[config.mk]
export PLATFORM = sky130hd
export DESIGN_NAME = morse_tone_generator
export DESIGN_NICKNAME = d
export VERILOG_FILES = /design/src/rtl/mtg_pkg.sv /design/src/rtl/mtg_env_scale.sv /design/src/rtl/morse_tone_generator.sv
export SDC_FILE = /design/constraint.sdc
export NUM_CORES = 1
export LEC_CHECK = 0
export BUFFER_PORTS_ARGS = -buffer_cell sky130_fd_sc_hd__buf_2
export CORE_AREA = 2 2 240 242
export CTS_BUF_LIST = sky130_fd_sc_hd__clkbuf_4
export CTS_CLUSTER_SIZE = 12
export DETAILED_ROUTE_END_ITERATION = 16
export DIE_AREA = 0 0 242 244
export GPL_TIMING_DRIVEN = 0
export HOLD_SLACK_MARGIN = 0.08
export PLACE_DENSITY = 0.64
export SYNTH_ARGS = -nofsm -noshare
export SYNTH_HDL_FRONTEND = slang
export SYNTH_SLANG_ARGS = --single-unit
[constraint.sdc]
create_clock -name aclk -period 18.7 [get_ports aclk]
set_clock_uncertainty 0.15 [all_clocks]
set_input_delay 2.805 -clock aclk [delete_from_list [all_inputs] [get_ports aclk]]
set_output_delay 2.805 -clock aclk [all_outputs]
set_load 0.01 [all_outputs]
[src/rtl/mtg_pkg.sv]
// Package for the Morse tone generator: widths, element and register codes,
// the constant sine magnitude table and the Q1.15 output scaling.
// No dependencies.
package mtg_pkg;

    // Table and sample format
    localparam int SINE_TABLE_DEPTH = 256;
    localparam int SAMPLE_BITS      = 16;
    localparam int IDX_W            = $clog2(SINE_TABLE_DEPTH);
    localparam int MAG_W            = SAMPLE_BITS - 1;

    // Register and derived widths
    localparam int PHASE_W = 32;
    localparam int UNIT_W  = 16;
    localparam int RAMP_W  = 12;
    localparam int POS_W   = 19;
    localparam int PROD_W  = MAG_W + RAMP_W;
    localparam int SER_STEPS = (MAG_W > RAMP_W) ? MAG_W : RAMP_W;
    localparam int CNT_W   = $clog2(SER_STEPS);

    // Element codes
    localparam logic [2:0] ELEM_NONE = 3'd0;
    localparam logic [2:0] ELEM_DIT  = 3'd1;
    localparam logic [2:0] ELEM_DAH  = 3'd2;
    localparam logic [2:0] ELEM_LGAP = 3'd3;
    localparam logic [2:0] ELEM_WGAP = 3'd4;

    // Configuration register indexes
    localparam logic [1:0] REG_PHASE_STEP = 2'd0;
    localparam logic [1:0] REG_UNIT       = 2'd1;
    localparam logic [1:0] REG_RAMP_UP    = 2'd2;
    localparam logic [1:0] REG_RAMP_DOWN  = 2'd3;

    // Fixed-point constants for the table build
    localparam logic [63:0] PI_Q30  = 64'd3373259426;
    localparam logic [63:0] ONE_Q30 = 64'd1 << 30;
    localparam logic [63:0] AMP_MAX = (64'd1 << (SAMPLE_BITS - 1)) - 64'd1;

    // Output scaling shifts
    localparam int Q_SH_R = (SAMPLE_BITS > 16) ? SAMPLE_BITS - 16 : 0;
    localparam int Q_SH_L = (SAMPLE_BITS < 16) ? 16 - SAMPLE_BITS : 0;
    localparam logic [31:0] Q_HALF = (Q_SH_R > 0) ? (32'd1 << (Q_SH_R - 1)) : 32'd0;

    // Operands handed to the envelope scaler
    typedef struct packed {
        logic [MAG_W-1:0]  mag;
        logic [RAMP_W-1:0] num;
        logic [RAMP_W-1:0] den;
    } mtg_env_t;

    typedef logic [MAG_W-1:0] sine_tab_t [SINE_TABLE_DEPTH];

    // Sine of a quarter-wave angle, Q2.30 in and out, odd Taylor terms to x^13
    function automatic logic [63:0] sin_q30(input logic [63:0] theta);
        logic [63:0] x2;
        logic [63:0] term;
        logic [63:0] pos;
        logic [63:0] neg;
        logic [63:0] r;
        x2   = (theta * theta) >> 30;
        term = theta;
        pos  = theta;
        neg  = 64'd0;
        term = ((term * x2) >> 30) / 64'd6;
        neg  = neg + term;
        term = ((term * x2) >> 30) / 64'd20;
        pos  = pos + term;
        term = ((term * x2) >> 30) / 64'd42;
        neg  = neg + term;
        term = ((term * x2) >> 30) / 64'd72;
        pos  = pos + term;
        term = ((term * x2) >> 30) / 64'd110;
        neg  = neg + term;
        term = ((term * x2) >> 30) / 64'd156;
        pos  = pos + term;
        r = (pos > neg) ? pos - neg : 64'd0;
        return (r > ONE_Q30) ? ONE_Q30 : r;
    endfunction

    // Magnitude table, folded onto the quarter wave; sign comes from the index MSB
    function automatic sine_tab_t build_sine();
        sine_tab_t   tab;
        logic [63:0] f;
        logic [63:0] theta;
        logic [63:0] mag;
        int          i;
        for (i = 0; i < SINE_TABLE_DEPTH; i++) begin
            f = 64'(i) << (32 - IDX_W);
            f = f & 64'h7FFF_FFFF;
            if (f > 64'h4000_0000) begin
                f = 64'h8000_0000 - f;
            end
            theta  = (f * (PI_Q30 << 1)) >> 32;
            mag    = (sin_q30(theta) * AMP_MAX + (64'd1 << 29)) >> 30;
            tab[i] = mag[MAG_W-1:0];
        end
        return tab;
    endfunction

    localparam sine_tab_t SINE_MAG = build_sine();

    // Bring a magnitude from SAMPLE_BITS to Q1.15 and clamp
    function automatic logic [14:0] to_q15(input logic [MAG_W-1:0] mag);
        logic [31:0] v;
        v = ((32'(mag) + Q_HALF) >> Q_SH_R) << Q_SH_L;
        return (v > 32'd32767) ? 15'h7FFF : v[14:0];
    endfunction

endpackage

[src/rtl/mtg_env_scale.sv]
// Envelope scaler: (mag * num + den/2) / den by a shift-add multiply then a
// restoring divide, one bit per cycle. Depends on mtg_pkg.
module mtg_env_scale
    import mtg_pkg::*;
(
    input  logic             aclk,
    input  logic             aresetn,
    input  logic             start,
    input  mtg_env_t         req,
    output logic             done,
    output logic [MAG_W-1:0] quot
);

    localparam logic [1:0] U_IDLE = 2'd0;
    localparam logic [1:0] U_MUL  = 2'd1;
    localparam logic [1:0] U_DIV  = 2'd2;

    logic [1:0]        state_reg,  state_next;
    logic [CNT_W-1:0]  cnt_reg,    cnt_next;
    logic              done_reg,   done_next;
    logic [PROD_W-1:0] mcand_reg,  mcand_next;
    logic [RAMP_W-1:0] mult_reg,   mult_next;
    logic [PROD_W-1:0] prod_reg,   prod_next;
    logic [RAMP_W-1:0] den_reg,    den_next;
    logic [RAMP_W-1:0] rem_reg,    rem_next;
    logic [MAG_W-1:0]  quot_reg,   quot_next;

    logic [PROD_W-1:0] prod_sum;
    logic [RAMP_W:0]   trial;
    logic [RAMP_W:0]   trial_diff;
    logic              trial_ge;

    // One multiply step and one divide step
    always_comb begin
        prod_sum   = prod_reg + (mult_reg[0] ? mcand_reg : '0);
        trial      = {rem_reg, quot_reg[MAG_W-1]};
        trial_diff = trial - {1'b0, den_reg};
        trial_ge   = trial >= {1'b0, den_reg};
    end

    // Sequence the multiply and divide passes
    always_comb begin
        state_next = state_reg;
        cnt_next   = cnt_reg;
        done_next  = 1'b0;
        mcand_next = mcand_reg;
        mult_next  = mult_reg;
        prod_next  = prod_reg;
        den_next   = den_reg;
        rem_next   = rem_reg;
        quot_next  = quot_reg;
        unique case (state_reg)
            U_IDLE: begin
                if (start) begin
                    mcand_next = PROD_W'(req.mag);
                    mult_next  = req.num;
                    prod_next  = PROD_W'(req.den >> 1);
                    den_next   = req.den;
                    cnt_next   = '0;
                    state_next = U_MUL;
                end
            end
            U_MUL: begin
                prod_next  = prod_sum;
                mcand_next = mcand_reg << 1;
                mult_next  = mult_reg >> 1;
                cnt_next   = cnt_reg + 1'b1;
                if (cnt_reg == CNT_W'(RAMP_W - 1)) begin
                    // quotient fits MAG_W bits, so the top part starts below den
                    rem_next   = prod_sum[PROD_W-1:MAG_W];
                    quot_next  = prod_sum[MAG_W-1:0];
                    cnt_next   = '0;
                    state_next = U_DIV;
                end
            end
            U_DIV: begin
                rem_next  = trial_ge ? trial_diff[RAMP_W-1:0] : trial[RAMP_W-1:0];
                quot_next = {quot_reg[MAG_W-2:0], trial_ge};
                cnt_next  = cnt_reg + 1'b1;
                if (cnt_reg == CNT_W'(MAG_W - 1)) begin
                    done_next  = 1'b1;
                    state_next = U_IDLE;
                end
            end
            default: begin
                state_next = U_IDLE;
            end
        endcase
    end

    always_ff @(posedge aclk) begin
        if (!aresetn) begin
            state_reg <= U_IDLE;
            cnt_reg   <= '0;
            done_reg  <= 1'b0;
        end else begin
            state_reg <= state_next;
            cnt_reg   <= cnt_next;
            done_reg  <= done_next;
        end
        mcand_reg <= mcand_next;
        mult_reg  <= mult_next;
        prod_reg  <= prod_next;
        den_reg   <= den_next;
        rem_reg   <= rem_next;
        quot_reg  <= quot_next;
    end

    assign done = done_reg;
    assign quot = quot_reg;

endmodule

[src/rtl/morse_tone_generator.sv]
// Morse keyed sine tone generator, top level: request and sample channels,
// configuration registers, element sequencing. Depends on mtg_pkg, mtg_env_scale.
//
// Usage:
//  - Each input word on s_ carries element_request in s_tdata[2:0] (0 none,
//    1 dit, 2 dah, 3 letter gap, 4 word gap). Every input word yields exactly
//    one output word: a signed Q1.15 sample in m_tdata, active in m_tuser and
//    the last-sample-of-element flag in m_tlast.
//  - A request starts an element only while no element runs; otherwise it is
//    ignored and simply clocks out the next sample of the running element.
//  - Each word is accepted, loaded, set up, scaled in the bit-serial
//    envelope scaler (shift-add multiply steps, then restoring divide
//    steps) and output; s_tready stays low until the sample of the taken
//    word has moved into the output register.
//  - The output register decouples the sides: s_tready returns while a
//    finished sample still waits; if the receiver stalls, the next sample is
//    held in the scaler until the output register frees.
//  - Reset (aresetn low, synchronous) returns to idle and loads the default
//    register values. Write configuration through cfg_we/cfg_index/cfg_data
//    only while idle.
module morse_tone_generator
    import mtg_pkg::*;
(
    input  logic        aclk,
    input  logic        aresetn,
    // configuration write port
    input  logic        cfg_we,
    input  logic [1:0]  cfg_index,
    input  logic [31:0] cfg_data,
    // request channel
    input  logic        s_tvalid,
    output logic        s_tready,
    input  logic [7:0]  s_tdata,   // [2:0] element_request, [7:3] zero
    // sample channel
    output logic        m_tvalid,
    input  logic        m_tready,
    output logic [15:0] m_tdata,   // [15:0] sample
    output logic        m_tuser,   // [0] active
    output logic        m_tlast    // element_last
);

    localparam logic [2:0] ST_IDLE = 3'd0;
    localparam logic [2:0] ST_LOAD = 3'd1;
    localparam logic [2:0] ST_PREP = 3'd2;
    localparam logic [2:0] ST_WAIT = 3'd3;
    localparam logic [2:0] ST_OUT  = 3'd4;

    logic [2:0]         state_reg,   state_next;
    logic [PHASE_W-1:0] step_reg,    step_next;
    logic [UNIT_W-1:0]  unit_reg,    unit_next;
    logic [RAMP_W-1:0]  rup_reg,     rup_next;
    logic [RAMP_W-1:0]  rdn_reg,     rdn_next;
    logic [2:0]         cur_reg,     cur_next;
    logic [POS_W-1:0]   pos_reg,     pos_next;
    logic [PHASE_W-1:0] phase_reg,   phase_next;
    logic [POS_W-1:0]   dur_reg,     dur_next;
    logic [MAG_W-1:0]   mag_reg,     mag_next;
    logic               neg_reg,     neg_next;
    logic               tone_reg,    tone_next;
    logic               act_reg,     act_next;
    logic               last_reg,    last_next;
    logic               out_valid_reg, out_valid_next;
    logic [15:0]        out_sample_reg, out_sample_next;
    logic               out_active_reg, out_active_next;
    logic               out_last_reg,   out_last_next;

    logic [2:0]         req;
    logic               req_ok;
    logic               in_take;
    logic [POS_W-1:0]   unit_ext;
    logic [POS_W-1:0]   dur_calc;
    logic               cur_tone;
    logic [RAMP_W-1:0]  ru_eff;
    logic [RAMP_W-1:0]  rd_eff;
    logic               x_le_ru;
    logic               in_mid;
    logic               tone_last;
    logic               gap_last;
    logic [POS_W-1:0]   fall_len;
    logic               item_last;
    mtg_env_t           env_req;
    logic               env_start;
    logic               env_done;
    logic [MAG_W-1:0]   env_quot;
    logic [14:0]        q15;
    logic               out_free;

    assign req      = s_tdata[2:0];
    assign req_ok   = (req == ELEM_DIT) || (req == ELEM_DAH) ||
                      (req == ELEM_LGAP) || (req == ELEM_WGAP);
    assign s_tready = (state_reg == ST_IDLE);
    assign in_take  = s_tvalid && s_tready;
    assign out_free = !out_valid_reg || m_tready;

    // Element duration in samples; a zero unit acts as one
    always_comb begin
        unit_ext = POS_W'((unit_reg == '0) ? UNIT_W'(1) : unit_reg);
        unique case (cur_reg)
            ELEM_DIT:             dur_calc = unit_ext;
            ELEM_DAH, ELEM_LGAP:  dur_calc = (unit_ext << 1) + unit_ext;
            ELEM_WGAP:            dur_calc = (unit_ext << 3) - unit_ext;
            default:              dur_calc = unit_ext;
        endcase
        cur_tone = (cur_reg == ELEM_DIT) || (cur_reg == ELEM_DAH);
    end

    // Envelope branch and end-of-element tests
    always_comb begin
        ru_eff    = (rup_reg == '0) ? RAMP_W'(1) : rup_reg;
        rd_eff    = (rdn_reg == '0) ? RAMP_W'(1) : rdn_reg;
        x_le_ru   = pos_reg <= POS_W'(ru_eff);
        in_mid    = ({1'b0, pos_reg} + (POS_W + 1)'(rd_eff)) < {1'b0, dur_reg};
        tone_last = pos_reg >= dur_reg;
        gap_last  = ({1'b0, pos_reg} + (POS_W + 1)'(1)) >= {1'b0, dur_reg};
        fall_len  = (dur_reg > pos_reg) ? dur_reg - pos_reg : '0;
        item_last = act_reg && (tone_reg ? tone_last : gap_last);

        env_req.mag = mag_reg;
        env_req.num = '0;
        env_req.den = RAMP_W'(1);
        if (act_reg && tone_reg) begin
            priority if (x_le_ru) begin
                env_req.num = pos_reg[RAMP_W-1:0];
                env_req.den = ru_eff;
            end else if (in_mid) begin
                env_req.num = RAMP_W'(1);
                env_req.den = RAMP_W'(1);
            end else begin
                env_req.num = fall_len[RAMP_W-1:0];
                env_req.den = rd_eff;
            end
        end
        env_start = (state_reg == ST_PREP);
    end

    mtg_env_scale u_env (
        .aclk    (aclk),
        .aresetn (aresetn),
        .start   (env_start),
        .req     (env_req),
        .done    (env_done),
        .quot    (env_quot)
    );

    assign q15 = to_q15(env_quot);

    // Sequencer, element state and output register
    always_comb begin
        state_next      = state_reg;
        step_next       = step_reg;
        unit_next       = unit_reg;
        rup_next        = rup_reg;
        rdn_next        = rdn_reg;
        cur_next        = cur_reg;
        pos_next        = pos_reg;
        phase_next      = phase_reg;
        dur_next        = dur_reg;
        mag_next        = mag_reg;
        neg_next        = neg_reg;
        tone_next       = tone_reg;
        act_next        = act_reg;
        last_next       = last_reg;
        out_valid_next  = out_valid_reg && !m_tready;
        out_sample_next = out_sample_reg;
        out_active_next = out_active_reg;
        out_last_next   = out_last_reg;

        // register writes
        if (cfg_we) begin
            unique case (cfg_index)
                REG_PHASE_STEP: step_next = cfg_data;
                REG_UNIT:       unit_next = cfg_data[UNIT_W-1:0];
                REG_RAMP_UP:    rup_next  = cfg_data[RAMP_W-1:0];
                REG_RAMP_DOWN:  rdn_next  = cfg_data[RAMP_W-1:0];
            endcase
        end

        unique case (state_reg)
            ST_IDLE: begin
                if (in_take) begin
                    // start an element only when none runs
                    if (cur_reg == ELEM_NONE && req_ok) begin
                        cur_next   = req;
                        pos_next   = '0;
                        phase_next = '0;
                    end
                    state_next = ST_LOAD;
                end
            end
            ST_LOAD: begin
                act_next   = (cur_reg != ELEM_NONE);
                tone_next  = cur_tone;
                dur_next   = dur_calc;
                mag_next   = ((cur_reg != ELEM_NONE) && cur_tone) ?
                             SINE_MAG[phase_reg[PHASE_W-1 -: IDX_W]] : '0;
                neg_next   = phase_reg[PHASE_W-1];
                state_next = ST_PREP;
            end
            ST_PREP: begin
                last_next = item_last;
                if (act_reg) begin
                    if (item_last) begin
                        cur_next   = ELEM_NONE;
                        pos_next   = '0;
                        phase_next = '0;
                    end else begin
                        pos_next   = pos_reg + 1'b1;
                        phase_next = phase_reg + step_reg;
                    end
                end
                state_next = ST_WAIT;
            end
            ST_WAIT: begin
                if (env_done) begin
                    state_next = ST_OUT;
                end
            end
            ST_OUT: begin
                if (out_free) begin
                    out_valid_next  = 1'b1;
                    out_sample_next = (neg_reg && q15 != '0) ?
                                      16'd0 - {1'b0, q15} : {1'b0, q15};
                    out_active_next = act_reg;
                    out_last_next   = last_reg;
                    state_next      = ST_IDLE;
                end
            end
            default: begin
                state_next = ST_IDLE;
            end
        endcase
    end

    always_ff @(posedge aclk) begin
        if (!aresetn) begin
            state_reg     <= ST_IDLE;
            step_reg      <= 32'd77922071;
            unit_reg      <= 16'd11025;
            rup_reg       <= 12'd220;
            rdn_reg       <= 12'd220;
            cur_reg       <= ELEM_NONE;
            pos_reg       <= '0;
            phase_reg     <= '0;
            out_valid_reg <= 1'b0;
        end else begin
            state_reg     <= state_next;
            step_reg      <= step_next;
            unit_reg      <= unit_next;
            rup_reg       <= rup_next;
            rdn_reg       <= rdn_next;
            cur_reg       <= cur_next;
            pos_reg       <= pos_next;
            phase_reg     <= phase_next;
            out_valid_reg <= out_valid_next;
        end
        dur_reg        <= dur_next;
        mag_reg        <= mag_next;
        neg_reg        <= neg_next;
        tone_reg       <= tone_next;
        act_reg        <= act_next;
        last_reg       <= last_next;
        out_sample_reg <= out_sample_next;
        out_active_reg <= out_active_next;
        out_last_reg   <= out_last_next;
    end

    assign m_tvalid = out_valid_reg;
    assign m_tdata  = out_sample_reg;
    assign m_tuser  = out_active_reg;
    assign m_tlast  = out_last_reg;

`ifndef NO_ASSERTIONS
    a_one_word: assert property (@(posedge aclk) disable iff (!aresetn)
        (s_tvalid && s_tready) |=> !s_tready)
        else $error("second word taken while one is in flight");

    a_last_active: assert property (@(posedge aclk) disable iff (!aresetn)
        (m_tvalid && m_tlast) |-> m_tuser)
        else $error("element end flagged on an idle sample");

    a_done_wait: assert property (@(posedge aclk) disable iff (!aresetn)
        env_done |-> (state_reg == ST_WAIT))
        else $error("scaler finished outside the wait state");

    a_idle_clear: assert property (@(posedge aclk) disable iff (!aresetn)
        (cur_reg == ELEM_NONE) |-> (pos_reg == '0 && phase_reg == '0))
        else $error("position or phase left over while idle");
`endif

endmodule

==> results of run 1 <==
-- final cells by class --
class | count | area (um2)
plain buffers | 146 | 559
well taps | 756 | 946
repair buffers | 66 | 405
fillers | 5630 | 31200
clock inverters | 26 | 240
inverters | 145 | 544
multi-input cells | 2054 | 13800
diodes | 1 | 2.50
clock buffers | 123 | 923
flip-flops and latches | 298 | 7580
-- routing by layer --
metal,vias up,routed length [um],global-route usage
li1,9947,-,-
met1,10213,34700,0.350
met2,993,35000,0.414
met3,201,6480,0.0553
met4,4,3000,0.101
met5,-,30,0
-- power by group through the flow --
stage                     combinational [mW]  sequential [mW]  clock (mW)
final                                  0.364            0.760       0.663
after global routing                   0.399            0.762       0.713
after CTS                              0.360            0.759       0.681
after detailed placement               0.358            0.773           0
after global placement                 0.345            0.777           0
after floorplan                        0.251            0.765           0
-- critical path, delay by kind of cell (launching register included) --
| family | cells | cell delay [ns] |
|---|---|---|
| flip-flops | 1 | 0.59 |
| AO/OA/AOI/OAI | 13 | 3.43 |
| adder cells (fa/ha/maj) | 3 | 0.92 |
| XOR/XNOR | 1 | 0.15 |
| AND/OR/NAND/NOR | 4 | 0.56 |
| buffers and inverters | 1 | 0.37 |
-- synthesized netlist by cell type (14+ instances only) --
| master | n |
|---|---|
| nand2_1 | 330 |
| xnor2_1 | 94 |
| o21ai_0 | 158 |
| a22oi_1 | 55 |
| a22o_1 | 16 |
| nor2_1 | 208 |
| and2_1 | 52 |
| ha_1 | 211 |
| o21a_1 | 19 |
| a311oi_1 | 14 |
| nand4_1 | 19 |
| dfxtp_1 | 137 |
| a21o_1 | 61 |
| a21oi_1 | 214 |
| xor2_1 | 46 |
| nand3_1 | 58 |
| o21bai_1 | 19 |
| edfxtp_1 | 161 |
| nor2b_1 | 29 |
| and3_1 | 21 |
| mux2_2 | 20 |
| o211ai_1 | 40 |
| a31oi_1 | 23 |
| inv_1 | 142 |
| clkbuf_1 | 119 |
| nand2b_1 | 30 |
| buf_1 | 22 |
| nor3_1 | 49 |
| nor4_1 | 14 |
| a211oi_1 | 38 |
-- worst paths after layout --
kind	startpoint	to	slack, ns	cells past startpoint
hold reg to reg	step_reg[24]	step_reg[24]	0.32	2
setup reg to reg	rdn_reg[10]	u_env.den_reg[6]	12.39	22
hold / removal	step_reg[24]	step_reg[24]	0.32	2
setup / recovery	rdn_reg[10]	u_env.den_reg[6]	12.39	22
-- cells by family after synthesis --
group                    count (synthesis)  share of synthesized area
buffers and inverters                  291                     0.0492
AO/OA/AOI/OAI                          801                      0.239
flip-flops                             298                      0.338
adder cells (fa/ha/maj)                217                      0.123
XOR/XNOR                               140                     0.0547
AND/OR/NAND/NOR                        862                      0.179
multiplexers                            34                     0.0174
-- metrics by stage --
stage	setup slack, ns	instance area, um2	total power, mW
finish	12.39	25000	1.79
global route	12.07	25000	1.87
CTS	12.48	25000	1.80
detailed placement	12.54	23800	1.13
global placement	9.85	23700	1.12
floorplan	12.33	22400	1.02
==> out/results.txt, run 1 <==
Num CTS Buffers: 83
vias in the first global route: 20,783
Finished Core Util: 0.445
GRT overflow: 0
area grow syn2layout: 11.4%
CTS Sinks: 298
fin crit share: 0.338
Data arrival, critical path: 6.80 ns
CP Launch Type: register
CP most frequent cell: a21oi_1
Comb pwr share: 0.204
die area: 0.0590 mm2
critical-path cell list: nor4_1 -> a31o_2 -> ha_1 -> fa_1 -> a21o_1 -> a21oi_1 -> o21bai_1 -> a21oi_1 -> o21bai_1 -> a21bo_2 -> a211oi_1 -> nor3_1 -> xnor2_1 -> ha_1 -> a21o_1 -> a21oi_1 -> nor3b_1 -> a311oi_1 -> o21ai_0 -> nor2_1 -> clkbuf_1 -> a22o_1
max-slew violations: 0
Switching Share: 0.307
die width: 242 um
initial antenna violation count: 3
Max Fclk: 158 MHz
slew margin rel.: 0.303
Slowest Stage Delay on Critical Path: 0.76 ns
Routed Antenna Nets: 0
worst endpoint required time: 19.19 ns
Setup Fix Bufs, Post-CTS: 0
area of the core: 0.0562 mm2
post-DP HPWL: 60.1 mm
FFs w/ async S/R, synth: 0
syn avg cell area: 8.48 um2
Clock Latency Late Sink: 0.82 ns
Slowest cell on crit path: a311oi_1
CP max FO: 10
Synth top area share: 0.216
Via-to-Cell Ratio: 5.91
IO Port Bufs: 60
clock share of power: 0.371
clock root buffer: clkbuf_4
Final Critical Period: 6.31 ns
Initial DRC Count: 2,120
share of layout cells above drive strength 1: 0.0973
Worst Max-Slew Pin Slew: 1.05 ns
Top FF cell, synth: edfxtp_1
status: finished, final reports clean
peak supply drop: 39.2 uV
Leakage: 10.1 nW
Post-CTS Resized: 0
routed len/inst: 21.9 um
HP Class: register to register
most frequent cells in the layout: 330 x nand2_1, 214 x a21oi_1, 211 x ha_1
DIE HEIGHT: 244 um
post-synthesis cell type count: 96
global-route wire length before repair: 121 mm
synthesized flop and latch total: 298
Post-synth EDFFs: 161
CTS H-tree depth: 3
Ys Warns: 0
post-synth net total: 2,907
final setup vio count: 0
internal power: 1.24 mW
most common cell after layout, fill and taps aside: nand2_1
detailed-route via count: 21,358
Sequential Power Share: 0.425
critical path capture point type: register
final hold slack: 0.318 ns
setup_tns: 0 ns
Clock Path Buffers: 3
Max-Cap Viols: 0
CP Class: register to register
Inst Count DP: 3,465
Global Route Usage Sum: 0.262
Mapped Area: 0.0224 mm2
largest net degree at the start of global routing: 25
Residual DRC: 0
largest area contributor in the netlist: edfxtp_1
routability cong.: 1.00
nets@finish: 3,058
CTS tree: yes
clock slew at reported path FFs: 0.06 ns
RSZ-0062 raised after global routing: false
row cnt: 87
non-filler cells, final: 3,615
Psw: 548 uW
P per Cell Area: 71.6 mW/mm2
Ports: 67
largest cells by area after synthesis: edfxtp_1 22%, dfxtp_1 12%, ha_1 12%, nand2_1 5.5%, a21oi_1 4.8%
post-synthesis sequential area ratio: 0.338
Post-CTS Hold Fix Bufs: 0
final number of hold-violating endpoints: 0
initial cell density of the core: 0.399
WL final: 79.3 mm
drt pass-1 iters: 8
Gate Count Post-Synth: 2,643
Power figures use the tool's default switching activity.
==> run 2, diff against run 1 <==
Clock period 18.7 ns to 6.2 ns, I/O delays scaled along.
==> out/results.txt, run 2 (synthesized netlist as in run 1, its figures left out) <==
clock share of power: 0.343 (was 0.371)
Clock Path Buffers: 3 (unchanged)
P per Cell Area: 207 mW/mm2 (was 71.6 mW/mm2)
clock slew at reported path FFs: 0.08 ns (was 0.06 ns)
Max-Cap Viols: 0 (unchanged)
routed len/inst: 21.4 um (was 21.9 um)
R2R Setup Slk: 0.18 ns (was 12.39 ns)
die area: 0.0590 mm2 (unchanged)
area grow syn2layout: 10.7% (was 11.4%)
drt pass-1 iters: 8 (unchanged)
Final Critical Period: 6.02 ns (was 6.31 ns)
Finished Core Util: 0.442 (was 0.445)
Num CTS Buffers: 81 (was 83)
post-DP HPWL: 58.2 mm (was 60.1 mm)
CP Class: register to register (unchanged)
worst setup path end: u_env.prod_reg[10] (was u_env.den_reg[6])
Worst R2R Path Depth: 22 (unchanged)
Psw: 1.61 mW (was 548 uW)
peak supply drop: 159 uV (was 39.2 uV)
Residual DRC: 0 (unchanged)
FF-to-FF End: u_env.prod_reg[10] (was u_env.den_reg[6])
die width: 242 um (unchanged)
WL final: 77.0 mm (was 79.3 mm)
Data arrival, critical path: 6.40 ns (was 6.80 ns)
Clock Latency Late Sink: 0.80 ns (was 0.82 ns)
Ports: 67 (unchanged)
Crit. Startpoint: rdn_reg[9] (was rdn_reg[10])
largest net degree at the start of global routing: 31 (was 25)
final setup vio count: 0 (unchanged)
fin crit share: 0.970 (was 0.338)
status: finished, final reports clean (unchanged)
clock root buffer: clkbuf_4 (unchanged)
Initial DRC Count: 2,217 (was 2,120)
CTS tree: yes (unchanged)
global-route wire length before repair: 118 mm (was 121 mm)
Post-CTS Resized: 0 (unchanged)
Comb pwr share: 0.212 (was 0.204)
Sequential Power Share: 0.445 (was 0.425)
Pwr Total: 5.15 mW (was 1.79 mW)
most frequent cells in the layout: 330 x nand2_1, 214 x a21oi_1, 211 x ha_1 (unchanged)
slew margin rel.: 0.303 (about the same)
vias in the first global route: 20,741 (was 20,783)
Global Route Usage Sum: 0.254 (was 0.262)
Max Fclk: 166 MHz (was 158 MHz)
RR Startpoint: rdn_reg[9] (was rdn_reg[10])
Post-CTS Hold Fix Bufs: 0 (unchanged)
detailed-route via count: 21,250 (was 21,358)
initial cell density of the core: 0.399 (unchanged)
Switching Share: 0.312 (was 0.307)
row cnt: 87 (unchanged)
max-slew violations: 0 (unchanged)
most common cell after layout, fill and taps aside: nand2_1 (unchanged)
CP Launch Type: register (unchanged)
routability cong.: 1.05 (was 1.00)
CP max FO: 10 (unchanged)
internal power: 3.54 mW (was 1.24 mW)
final number of hold-violating endpoints: 0 (unchanged)
critical path capture point type: register (unchanged)
setup_tns: 0 ns (unchanged)
nets@finish: 3,055 (was 3,058)
worst endpoint required time: 6.58 ns (was 19.19 ns)
GRT overflow: 0 (unchanged)
Routed Antenna Nets: 0 (unchanged)
hold_sp: cfg_data[23] (was step_reg[24])
initial antenna violation count: 5 (was 3)
Leakage: 10.0 nW (was 10.1 nW)
RSZ-0062 raised after global routing: false (unchanged)
CTS Sinks: 298 (unchanged)
Worst Max-Slew Pin Slew: 1.04 ns (was 1.05 ns)
DIE HEIGHT: 244 um (unchanged)
Fillers: 5,656 (was 5,630)
share of layout cells above drive strength 1: 0.0951 (was 0.0973)
HP Class: primary input to register (was register to register)
Via-to-Cell Ratio: 5.89 (was 5.91)
area of the core: 0.0562 mm2 (unchanged)
IO Port Bufs: 60 (unchanged)
Setup Fix Bufs, Post-CTS: 0 (unchanged)
CTS H-tree depth: 3 (unchanged)
-- run 2: per-layer routing --
metal | vias to the layer above | global-route usage | wire [um]
li1 | 9935 | - | -
met1 | 10162 | 0.341 | 33700
met2 | 935 | 0.398 | 33700
met5 | - | 0 | 54
met4 | 8 | 0.112 | 3310
met3 | 210 | 0.0464 | 6190
-- run 2: stage by stage --
step / cell area, um2 / setup WS (ns) / instances / hold WS (ns)
after floorplan: 22400 / 1.29 / 2643 / 0.250
after global placement: 23700 / -0.156 / 3459 / 0.294
final: 24800 / 0.185 / 3606 / 0.194
after global routing: 24800 / 0.0149 / 3606 / 0.166
after CTS: 24800 / 0.00102 / 3606 / 0.140
after detailed placement: 23800 / 0.108 / 3465 / 0.304
-- run 2: worst min path at each step --
stage                    endpoint  slack [ns]  cells past startpoint
detailed placement  phase_reg[23]        0.30                      2
global placement    phase_reg[23]        0.29                      2
floorplan                 m_tlast        0.25                      0
global route         step_reg[23]        0.17                      3
CTS                  step_reg[23]        0.14                      3
finish               step_reg[23]        0.19                      3
-- run 2: area by class of cell --
type                            instances  area (um2)  area share
Antenna cell                            1        2.50    0.000101
Buffer                                145         556      0.0224
Clock buffer                          120         901      0.0363
Clock inverter                         21         106     0.00428
Inverter                              145         544      0.0219
Multi-Input combinational cell       2054       13800       0.555
Sequential cell                       298        7580       0.305
Tap cell                              756         946      0.0381
Timing Repair Buffer                   66         409      0.0165
-- run 2: worst max-delay path: stages, from the launching register on --
cell and delay [ns]:
dfxtp_1 0.57, nor3_1 0.09, a31o_2 0.29, ha_1 0.21
fa_1 0.40, a21o_1 0.21, a21oi_1 0.26, o21bai_1 0.10
a21oi_1 0.29, o21bai_1 0.14, a21bo_2 0.26, a211oi_2 0.33
nor3_1 0.10, xnor2_1 0.13, ha_1 0.18, a21o_1 0.17
a21o_1 0.16, a21oi_1 0.19, nor3b_1 0.25, a311oi_2 0.23
o2111a_1 0.33, clkbuf_1 0.24, a221o_1 0.45
-- run 2: power groups by stage --
stage / logic (mW) / registers [mW] / clock network [mW]
2_1_floorplan: 0.756 / 2.30 / 0
3_3_place_gp: 1.03 / 2.34 / 0
3_5_place_dp: 1.07 / 2.33 / 0
4_1_cts: 1.08 / 2.29 / 1.80
5_1_grt: 1.20 / 2.30 / 1.90
6_report: 1.09 / 2.29 / 1.77
